===== src/hdl/s4u_pkg.sv =====
// Shared types and mode codes for the stereo 4x upsampler.
package s4u_pkg;

    localparam int SAMPLE_W = 16;
    localparam int MODE_W   = 2;
    localparam int UP_STEPS = 4;

    typedef logic signed [SAMPLE_W-1:0] sample_t;
    typedef logic [MODE_W-1:0]          mode_t;
    typedef logic signed [17:0]         comb_t;
    typedef logic signed [18:0]         diff_t;
    typedef logic [31:0]                integ_t;
    typedef logic [1:0]                 phase_t;

    localparam mode_t MODE_PASS   = 2'd0;
    localparam mode_t MODE_LINEAR = 2'd1;
    localparam mode_t MODE_CIC    = 2'd2;

endpackage


===== src/hdl/s4u_sample_if.sv =====
// Input channel: one stereo sample word with per-channel present flags.
interface s4u_sample_if
    import s4u_pkg::*;
();
    logic    valid;
    logic    ready;
    sample_t sample_left;
    sample_t sample_right;
    logic    left_present;
    logic    right_present;

    modport source (
        output valid, sample_left, sample_right, left_present, right_present,
        input  ready
    );
    modport sink (
        input  valid, sample_left, sample_right, left_present, right_present,
        output ready
    );
endinterface


===== src/hdl/s4u_result_if.sv =====
// Output channel: one upsampled stereo word with an end-of-group flag.
interface s4u_result_if
    import s4u_pkg::*;
();
    logic    valid;
    logic    ready;
    sample_t out_left;
    sample_t out_right;
    logic    last;

    modport source (
        output valid, out_left, out_right, last,
        input  ready
    );
    modport sink (
        input  valid, out_left, out_right, last,
        output ready
    );
endinterface


===== src/hdl/s4u_cfg_if.sv =====
// Configuration write channel carrying the interpolation mode.
interface s4u_cfg_if
    import s4u_pkg::*;
();
    logic  valid;
    logic  ready;
    mode_t data;

    modport source (
        output valid, data,
        input  ready
    );
    modport sink (
        input  valid, data,
        output ready
    );
endinterface


===== src/hdl/stereo_4x_upsampler_unit.sv =====
// Stereo 4x upsampler: passthrough, linear and 3-stage CIC interpolation.
//
// Each accepted stereo word is first held in an input register, then loaded
// into the issue stage, where the comb section and the linear midpoints are
// worked out in one pass; the issue stage then sends one output word per
// cycle through the output register while the output side keeps up. In
// linear and CIC modes a word yields four output words and the next word is
// loaded as the fourth is issued; in passthrough mode (or mode code 3) a word
// yields one output word and one word is taken every cycle while the output
// side keeps up. The output register is the pacing point: one word leaves per
// cycle unless results.ready stalls it. The CIC integrators advance once per
// issued word, so the three integrator adds sit in that issue cycle. Each word
// passes the input register, issue stage and output register. An absent
// channel outputs zeros and leaves its filter state untouched. Mode writes are
// taken at any time and apply to words loaded into the issue stage afterwards.
module stereo_4x_upsampler_unit
    import s4u_pkg::*;
(
    input logic           clk,
    input logic           rst_n,
    s4u_sample_if.sink    samples,
    s4u_result_if.source  results,
    s4u_cfg_if.sink       cfg
);

    typedef enum logic [1:0] {KIND_PASS, KIND_LIN, KIND_CIC} kind_t;

    // configuration
    mode_t   mode_reg, mode_next;

    // input register
    logic    in_valid_reg, in_valid_next;
    sample_t in_sample_reg [2];
    sample_t in_sample_next [2];
    logic    in_present_reg [2];
    logic    in_present_next [2];

    // issue stage
    logic    busy_reg, busy_next;
    phase_t  phase_reg, phase_next;
    kind_t   kind_reg, kind_next;
    logic    present_reg [2];
    logic    present_next [2];
    sample_t lin_reg [2][UP_STEPS];
    sample_t lin_next [2][UP_STEPS];
    diff_t   d2_reg [2];
    diff_t   d2_next [2];

    // filter state
    sample_t prev_reg [2];
    sample_t prev_next [2];
    comb_t   comb0_reg [2];
    comb_t   comb0_next [2];
    comb_t   comb1_reg [2];
    comb_t   comb1_next [2];
    integ_t  integ0_reg [2];
    integ_t  integ0_next [2];
    integ_t  integ1_reg [2];
    integ_t  integ1_next [2];
    integ_t  integ2_reg [2];
    integ_t  integ2_next [2];

    // output register
    logic    out_valid_reg, out_valid_next;
    sample_t out_data_reg [2];
    sample_t out_data_next [2];
    logic    out_last_reg, out_last_next;

    // per-channel datapath values
    logic signed [16:0] mid_sum [2];
    logic signed [16:0] lo_sum [2];
    logic signed [16:0] hi_sum [2];
    sample_t            mid_val [2];
    logic signed [16:0] d0_val [2];
    comb_t              d1_val [2];
    diff_t              d2_val [2];
    integ_t             feed_val [2];
    integ_t             s0_val [2];
    integ_t             s1_val [2];
    integ_t             s2_val [2];

    kind_t   load_kind;
    logic    step;
    logic    step_last;
    logic    load;
    logic    in_ready;

    always_comb
    begin
        for (int ch = 0; ch < 2; ch++)
        begin
            // linear: midpoint, then quarter points, all floor halves
            mid_sum[ch] = prev_reg[ch] + in_sample_reg[ch];
            mid_val[ch] = mid_sum[ch][16:1];
            lo_sum[ch]  = prev_reg[ch] + mid_val[ch];
            hi_sum[ch]  = mid_val[ch] + in_sample_reg[ch];
            // comb section at the input rate
            d0_val[ch]  = {in_sample_reg[ch][15], in_sample_reg[ch]}
                          - {prev_reg[ch][15], prev_reg[ch]};
            d1_val[ch]  = {d0_val[ch][16], d0_val[ch]} - comb0_reg[ch];
            d2_val[ch]  = {d1_val[ch][17], d1_val[ch]}
                          - {comb1_reg[ch][17], comb1_reg[ch]};
            // integrators: comb output enters on the first phase, zeros after
            feed_val[ch] = (phase_reg == '0) ? {{13{d2_reg[ch][18]}}, d2_reg[ch]}
                                             : '0;
            s0_val[ch]  = integ0_reg[ch] + feed_val[ch];
            s1_val[ch]  = integ1_reg[ch] + s0_val[ch];
            s2_val[ch]  = integ2_reg[ch] + s1_val[ch];
        end
    end

    always_comb
    begin
        case (mode_reg)
            MODE_LINEAR: load_kind = KIND_LIN;
            MODE_CIC:    load_kind = KIND_CIC;
            default:     load_kind = KIND_PASS;
        endcase

        step      = busy_reg && (!out_valid_reg || results.ready);
        step_last = (kind_reg == KIND_PASS) || (phase_reg == phase_t'(UP_STEPS - 1));
        load      = in_valid_reg && (!busy_reg || (step && step_last));
        in_ready  = !in_valid_reg || load;

        mode_next      = mode_reg;
        in_valid_next  = in_valid_reg;
        in_sample_next = in_sample_reg;
        in_present_next = in_present_reg;
        busy_next      = busy_reg;
        phase_next     = phase_reg;
        kind_next      = kind_reg;
        present_next   = present_reg;
        lin_next       = lin_reg;
        d2_next        = d2_reg;
        prev_next      = prev_reg;
        comb0_next     = comb0_reg;
        comb1_next     = comb1_reg;
        integ0_next    = integ0_reg;
        integ1_next    = integ1_reg;
        integ2_next    = integ2_reg;
        out_valid_next = out_valid_reg;
        out_data_next  = out_data_reg;
        out_last_next  = out_last_reg;

        if (cfg.valid)
        begin
            mode_next = cfg.data;
        end

        // input register: hold until the issue stage takes the word
        if (samples.valid && in_ready)
        begin
            in_valid_next      = 1'b1;
            in_sample_next[0]  = samples.sample_left;
            in_sample_next[1]  = samples.sample_right;
            in_present_next[0] = samples.left_present;
            in_present_next[1] = samples.right_present;
        end
        else if (load)
        begin
            in_valid_next = 1'b0;
        end

        // output register and integrator advance
        if (step)
        begin
            out_valid_next = 1'b1;
            out_last_next  = step_last;
            for (int ch = 0; ch < 2; ch++)
            begin
                if (!present_reg[ch])
                begin
                    out_data_next[ch] = '0;
                end
                else
                begin
                    case (kind_reg)
                        KIND_LIN:
                        begin
                            out_data_next[ch] = lin_reg[ch][phase_reg];
                        end
                        KIND_CIC:
                        begin
                            out_data_next[ch] = s2_val[ch][19:4];
                            integ0_next[ch]   = s0_val[ch];
                            integ1_next[ch]   = s1_val[ch];
                            integ2_next[ch]   = s2_val[ch];
                        end
                        default:
                        begin
                            out_data_next[ch] = lin_reg[ch][UP_STEPS-1];
                        end
                    endcase
                end
            end
        end
        else if (results.ready)
        begin
            out_valid_next = 1'b0;
        end

        // issue stage: load a new word or advance the phase
        if (load)
        begin
            busy_next  = 1'b1;
            phase_next = '0;
            kind_next  = load_kind;
            for (int ch = 0; ch < 2; ch++)
            begin
                present_next[ch] = in_present_reg[ch];
                lin_next[ch][0]  = lo_sum[ch][16:1];
                lin_next[ch][1]  = mid_val[ch];
                lin_next[ch][2]  = hi_sum[ch][16:1];
                lin_next[ch][3]  = in_sample_reg[ch];
                d2_next[ch]      = d2_val[ch];
                if (in_present_reg[ch] && (load_kind != KIND_PASS))
                begin
                    prev_next[ch] = in_sample_reg[ch];
                    if (load_kind == KIND_CIC)
                    begin
                        comb0_next[ch] = {d0_val[ch][16], d0_val[ch]};
                        comb1_next[ch] = d1_val[ch];
                    end
                end
            end
        end
        else if (step)
        begin
            if (step_last)
            begin
                busy_next = 1'b0;
            end
            else
            begin
                phase_next = phase_reg + 1'b1;
            end
        end
    end

    always_ff @(posedge clk or negedge rst_n)
    begin
        if (!rst_n)
        begin
            mode_reg      <= MODE_LINEAR;
            in_valid_reg  <= 1'b0;
            busy_reg      <= 1'b0;
            phase_reg     <= '0;
            kind_reg      <= KIND_PASS;
            out_valid_reg <= 1'b0;
            for (int ch = 0; ch < 2; ch++)
            begin
                prev_reg[ch]   <= '0;
                comb0_reg[ch]  <= '0;
                comb1_reg[ch]  <= '0;
                integ0_reg[ch] <= '0;
                integ1_reg[ch] <= '0;
                integ2_reg[ch] <= '0;
            end
        end
        else
        begin
            mode_reg      <= mode_next;
            in_valid_reg  <= in_valid_next;
            busy_reg      <= busy_next;
            phase_reg     <= phase_next;
            kind_reg      <= kind_next;
            out_valid_reg <= out_valid_next;
            prev_reg      <= prev_next;
            comb0_reg     <= comb0_next;
            comb1_reg     <= comb1_next;
            integ0_reg    <= integ0_next;
            integ1_reg    <= integ1_next;
            integ2_reg    <= integ2_next;
        end
    end

    // payload registers, no reset
    always_ff @(posedge clk)
    begin
        in_sample_reg  <= in_sample_next;
        in_present_reg <= in_present_next;
        present_reg    <= present_next;
        lin_reg        <= lin_next;
        d2_reg         <= d2_next;
        out_data_reg   <= out_data_next;
        out_last_reg   <= out_last_next;
    end

    assign samples.ready     = in_ready;
    assign cfg.ready         = 1'b1;
    assign results.valid     = out_valid_reg;
    assign results.out_left  = out_data_reg[0];
    assign results.out_right = out_data_reg[1];
    assign results.last      = out_last_reg;

endmodule

===== src/flat_wrapper.sv =====
// flat-port wrapper written by rule: the top's interface ports become plain ports
module stereo_4x_upsampler_unit_flat import s4u_pkg::*;
  (clk, rst_n, samples_valid, samples_sample_left, samples_sample_right, samples_left_present, samples_right_present, samples_ready, results_valid, results_out_left, results_out_right, results_last, results_ready, cfg_valid, cfg_data, cfg_ready);
  s4u_sample_if samples_i ();
  s4u_result_if results_i ();
  s4u_cfg_if cfg_i ();
  input logic clk;
  input logic rst_n;
  input wire logic [$bits(samples_i.valid)-1:0] samples_valid;
  input wire logic [$bits(samples_i.sample_left)-1:0] samples_sample_left;
  input wire logic [$bits(samples_i.sample_right)-1:0] samples_sample_right;
  input wire logic [$bits(samples_i.left_present)-1:0] samples_left_present;
  input wire logic [$bits(samples_i.right_present)-1:0] samples_right_present;
  output wire logic [$bits(samples_i.ready)-1:0] samples_ready;
  output wire logic [$bits(results_i.valid)-1:0] results_valid;
  output wire logic [$bits(results_i.out_left)-1:0] results_out_left;
  output wire logic [$bits(results_i.out_right)-1:0] results_out_right;
  output wire logic [$bits(results_i.last)-1:0] results_last;
  input wire logic [$bits(results_i.ready)-1:0] results_ready;
  input wire logic [$bits(cfg_i.valid)-1:0] cfg_valid;
  input wire logic [$bits(cfg_i.data)-1:0] cfg_data;
  output wire logic [$bits(cfg_i.ready)-1:0] cfg_ready;
  assign samples_i.valid = samples_valid;
  assign samples_i.sample_left = samples_sample_left;
  assign samples_i.sample_right = samples_sample_right;
  assign samples_i.left_present = samples_left_present;
  assign samples_i.right_present = samples_right_present;
  assign samples_ready = samples_i.ready;
  assign results_valid = results_i.valid;
  assign results_out_left = results_i.out_left;
  assign results_out_right = results_i.out_right;
  assign results_last = results_i.last;
  assign results_i.ready = results_ready;
  assign cfg_i.valid = cfg_valid;
  assign cfg_i.data = cfg_data;
  assign cfg_ready = cfg_i.ready;
  stereo_4x_upsampler_unit u_core (.clk(clk), .rst_n(rst_n), .samples(samples_i), .results(results_i), .cfg(cfg_i));
endmodule

===== config.mk =====
export PLATFORM = sky130hd
export DESIGN_NAME = stereo_4x_upsampler_unit_flat
export DESIGN_NICKNAME = d
export VERILOG_FILES = /design/src/hdl/s4u_pkg.sv /design/src/hdl/s4u_sample_if.sv /design/src/hdl/s4u_result_if.sv /design/src/hdl/s4u_cfg_if.sv /design/src/hdl/stereo_4x_upsampler_unit.sv /design/src/flat_wrapper.sv
export SDC_FILE = /design/constraint.sdc
export NUM_CORES = 1
export LEC_CHECK = 0
export ABC_AREA = 0
export BUFFER_PORTS_ARGS = -buffer_cell sky130_fd_sc_hd__buf_2
export CORE_ASPECT_RATIO = 1.1
export CORE_MARGIN = 2
export CORE_UTILIZATION = 52
export CTS_CLUSTER_DIAMETER = 50
export CTS_CLUSTER_SIZE = 10
export DETAILED_ROUTE_END_ITERATION = 8
export PLACE_DENSITY = 0.77
export SETUP_SLACK_MARGIN = 0.05
export SYNTH_ARGS = -nofsm -noshare
export SYNTH_HDL_FRONTEND = slang
export SYNTH_SLANG_ARGS = --single-unit

===== constraint.sdc =====
create_clock -name clk -period 10.1 [get_ports clk]
set_input_delay 1.01 -clock clk [delete_from_list [all_inputs] [get_ports clk]]
set_output_delay 1.01 -clock clk [all_outputs]
set_load 0.005 [all_outputs]

Word-level counts from Yosys, hierarchy flattened. Cells that the tools add are included.

Register bits: 538. Output and inout port bits: 36.

$add $sub $neg: 19. Order comparisons: 1. Equal/unequal tests: 7. Multiplexer cells: 21. Bitwise operators: 1. Reductions and logical operators: 28.

Operators with widths (number): adder 32 bit (6); adder 16 x 16 -> 17 bit (6); binary-select mux 16 bit (select 2 bit) (2); 2-to-1 mux 16 bit (4); 2-to-1 mux 32 bit (2); case mux 16 bit (2 select lines) (2); subtractor 18 x 18 -> 19 bit (2); subtractor 17 x 17 -> 18 bit (2); subtractor 16 x 16 -> 17 bit (2); AND reduction 3 bit (4); nonzero test 2 bit (5); equality test 2 bit (second input constant) (4); AND reduction 2 bit (4); 2-to-1 mux 1 bit (7); logical AND 1 bit (6); 2-to-1 mux 2 bit (3); equality test 2 x 1 -> 1 bit (second input constant) (2); zero test 2 bit (2); logical OR 1 bit (4); case mux 2 bit (2 select lines) (1); >= comparator 3 bit (second input constant) (1); zero test 1 bit (3); NOT 2 -> 3 bit (1); adder 2 x 1 -> 2 bit (second input constant) (1); != test 2 bit (second input constant) (1).

Longest topological paths before layout.
Depth after elaboration: 9. Gate-level depth with buffers: 35. Gate-level depth less buffers: 31.

Least setup slack after synthesis. Ideal clock, no wire load.

Kind: input to register. From: in results_ready. To: reg u_core.comb1_reg[16] (netlist bit). Library setup time: 0.130 ns. Data arrival time: 7.694 ns. Slack: 2.276 ns. Cell stages on the path: 13. Path buffers: 4. Cell sequence: nand2b_1 > nand2_1 > nand2_1 > and2_1 > clkbuf_1 > nor2b_1 > clkbuf_1 > and3_1 > clkbuf_1 > buf_1 > nor2_1 > a311oi_1 > nand3_1.

Word-level cells in the longest chain between the ends: 6.

Ends and longest elaborated chain: start, declared (RTL line flat_wrapper.sv:19) `input wire logic [$bits(results_i.ready)-1:0] results_ready;`; logical OR 1 bit (RTL line stereo_4x_upsampler_unit.sv:120) `step = busy_reg && (!out_valid_reg || results.ready);`; logical AND 1 bit (RTL line stereo_4x_upsampler_unit.sv:120); logical AND 1 bit (RTL line stereo_4x_upsampler_unit.sv:122) `load = in_valid_reg && (!busy_reg || (step && step_last));`; logical OR 1 bit (RTL line stereo_4x_upsampler_unit.sv:122); logical AND 1 bit (RTL line stereo_4x_upsampler_unit.sv:122); AND reduction 3 bit (no line); end signal, assigned (RTL line stereo_4x_upsampler_unit.sv:270) `comb1_reg <= comb1_next;`; end, declared (RTL line stereo_4x_upsampler_unit.sv:54) `comb_t comb1_reg [2];`.

No other way between the ends. A chain may end at the register's enable or synchronous reset.

==> results.sh <==
export IMPL_clkLatencyLatePin_ns=0.64
export IMPL_tightest_slew_ns=1.13
export IMPL_initialDrtViolationCount=1672
export IMPL_rsz0062_at_grt="no"
export IMPL_antenna_cells=0
export IMPL_ant_nets=0
export IMPL_cts_tree="yes"
export IMPL_dieWidth_um=237
export IMPL_hold_class="input pin to async pin"
export IMPL_fmax_mhz=137
export IMPL_most_common_layout_cells="322 x nand2_1, 319 x ha_1, 235 x edfxtp_1"
export IMPL_grt_pass1_vias=22200
export IMPL_grt_pass1_wl_mm=114
export IMPL_synth_fp_nets=3436
export IMPL_met3_usage_pct=3.70
export IMPL_worst_setup_path_end_kind="register"
export IMPL_ys_types=85
export IMPL_cp_arrival_ns=7.65
export IMPL_fin_cells=3938
export IMPL_avgSynthCellArea_um2=10.2
export IMPL_min_period_over_period_pct=72.3
export IMPL_start_kind="register"
export IMPL_rows=93
export IMPL_met1_usage_pct=32.0
export IMPL_yosysSeqAreaShare_pct=41.3
export IMPL_cts_sinks=466
export IMPL_drive_gt1_share_pct=11.1
export IMPL_grt_busiest_layer="met2"
export IMPL_route_detailed_drc=0
export IMPL_cts_buffers=60
export IMPL_post_cts_resized=0
export IMPL_wl_per_cell_um=18.0
export IMPL_synthCells=3057
export IMPL_setup_viol=0
export IMPL_cp_data_required_time_ns=10.45
export IMPL_slew_headroom_pct=22.4
export IMPL_dpl_hpwl_mm=50.8
export IMPL_largest_reg_flops=128
export IMPL_cp_slowest_cell="ha_1"
export IMPL_cts_hold_buf=0
export IMPL_synth_ff_type="edfxtp_1"
export IMPL_final_common_cell="nand2_1"
export IMPL_port_buffers=75
export IMPL_drt_pass1_iterations=5
export IMPL_vias_per_cell=5.76
export IMPL_hold_viol=0
export IMPL_maxSlewViolCount=0
export IMPL_core_um2=58800
export IMPL_use_met2_pct=37.4
export IMPL_grt_max_degree=149
export IMPL_outcome="completed"
export IMPL_syn_area_um2=31100
export IMPL_dp_cells=3824
export IMPL_synth_seq_cells=466
export IMPL_floorplan_initialDensity_pct=52.8
export IMPL_period_minus_slack_ns=7.30
export IMPL_clkSlewWorstSetupHoldPaths_ns=0.06
export IMPL_tns_ns=0
export IMPL_io_pins=77
export IMPL_finClkSkew_ns=0.0364
export IMPL_syn_to_final_growth_pct=9.76
export IMPL_gr_total_overflow=0
export IMPL_htreeDepth=2
export IMPL_synth_edf_count=235
export IMPL_cp_max_fo=20
export IMPL_final_nets=3505
export IMPL_cp_slowest_stage_delay_ns=0.44
export IMPL_routed_wl_mm=70.7
export IMPL_post_cts_buffers=0
export IMPL_antenna_found_initial=1
export IMPL_grtUsageTotal_pct=23.0
export IMPL_cap_violations=0
export IMPL_worstSetupPathType="register to register"
export IMPL_clockBufferDepth=3
export IMPL_die_y_um=260
export IMPL_synth_warnings=0
export IMPL_root_buffer="clkbuf_16"
export IMPL_die_area_um2=61700
export IMPL_gp_congestion=0.880
export IMPL_whs_ns=0.381
export IMPL_vias=22700
export IMPL_synthArstFlopShare_pct=49.6
==> logic make-up after synthesis <==
family | synth area share [%]
xor gates and xnor gates | 7.16
muxes | 6.37
DFF | 41.3
other | 0.0121
buffers and inverters | 3.79
and+or+nand+nor | 12.1
AOI/OAI and AO/OA | 15.1
adders and majority gates | 14.1
==> through the flow <==
stage | instance area [µm²] | util (%) | setup slack, ns
final | 34100 | 58.0 | 2.80
after global routing | 34100 | 58.0 | 2.31
after CTS | 34100 | 58.0 | 2.80
after detailed placement | 32200 | 54.8 | 2.82
after global placement | 32200 | 54.8 | 3.02
after floorplan | 31100 | - | 2.28
==> synthesized netlist by cell type, types with 8 or more instances <==
cell       instances  share of area (%)
a2111oi_0          8               0.23
a211oi_1          34               0.82
a21boi_0          16               0.39
a21o_1            65                1.6
a21oi_1          184                3.0
a22oi_1           23               0.56
a31o_2             9               0.25
a31oi_1           26               0.52
and2_1            57                1.1
and3_1            23               0.46
buf_1             12               0.15
clkbuf_1          69               0.83
dfrtp_1          230                 19
edfxtp_1         235                 23
fa_1              18                1.2
ha_1             320                 13
inv_1            228                2.8
mux2_2           110                4.0
mux4_2            32                2.3
nand2_1          322                3.9
nand2b_1          37               0.75
nand3_1           35               0.56
nand4_1           10               0.20
nor2_1           193                2.3
nor2b_1           36               0.73
nor3_1            51               0.82
o211a_1            9               0.29
o211ai_1           9               0.22
o21a_1            25               0.60
o21ai_0          180                2.9
o21bai_1          40               0.97
o31a_1            10               0.28
o31ai_1           15               0.36
o41ai_1           10               0.28
or3_1             16               0.32
xnor2_1          181                5.1
xor2_1            65                1.8
==> area by class of cell <==
class / instances / area (µm²)
multi-input combinational: 2279 / 17100
clock buffer: 98 / 1730
timing repair buffer: 91 / 518
clock inverter: 16 / 139
inverter: 228 / 856
tap: 760 / 951
fill: 4824 / 24700
sequential: 466 / 12800
==> critical path: cells and delay by family (launching register included) <==
family / cells / cell delay (ns)
flops: 1 / 0.35
compound gates: 16 / 3.48
simple gates: 5 / 0.47
fa+ha+maj: 5 / 1.73
xor+xnor: 3 / 0.62
buf+inv: 2 / 0.37
==> final timing paths <==
path	from	cells after the start	slack [ns]	endpoint
max in group asynchronous	rst_n	2	8.36	u_core.phase_reg[0]
worst min register to register	u_core.comb0_reg[14]	2	0.47	u_core.comb0_reg[14]
worst max-delay path	u_core.phase_reg[0]	31	2.80	u_core.results.out_left[15]
min in group clk	u_core.comb0_reg[14]	2	0.47	u_core.comb0_reg[14]
worst min-delay path	rst_n	1	0.38	u_core.prev_reg[21]
worst max register to register	u_core.phase_reg[0]	31	2.80	u_core.results.out_left[15]
==> layer usage <==
metal / wire length [µm] / part of all wire [%]
met1: 32000 / 45
met2: 32300 / 46
met3: 4540 / 6.4
met4: 1820 / 2.6
met5: 9 / 0.013
Power is not shown: default switching activity piles up to over one toggle a cycle in this logic, so the estimate is an artifact.
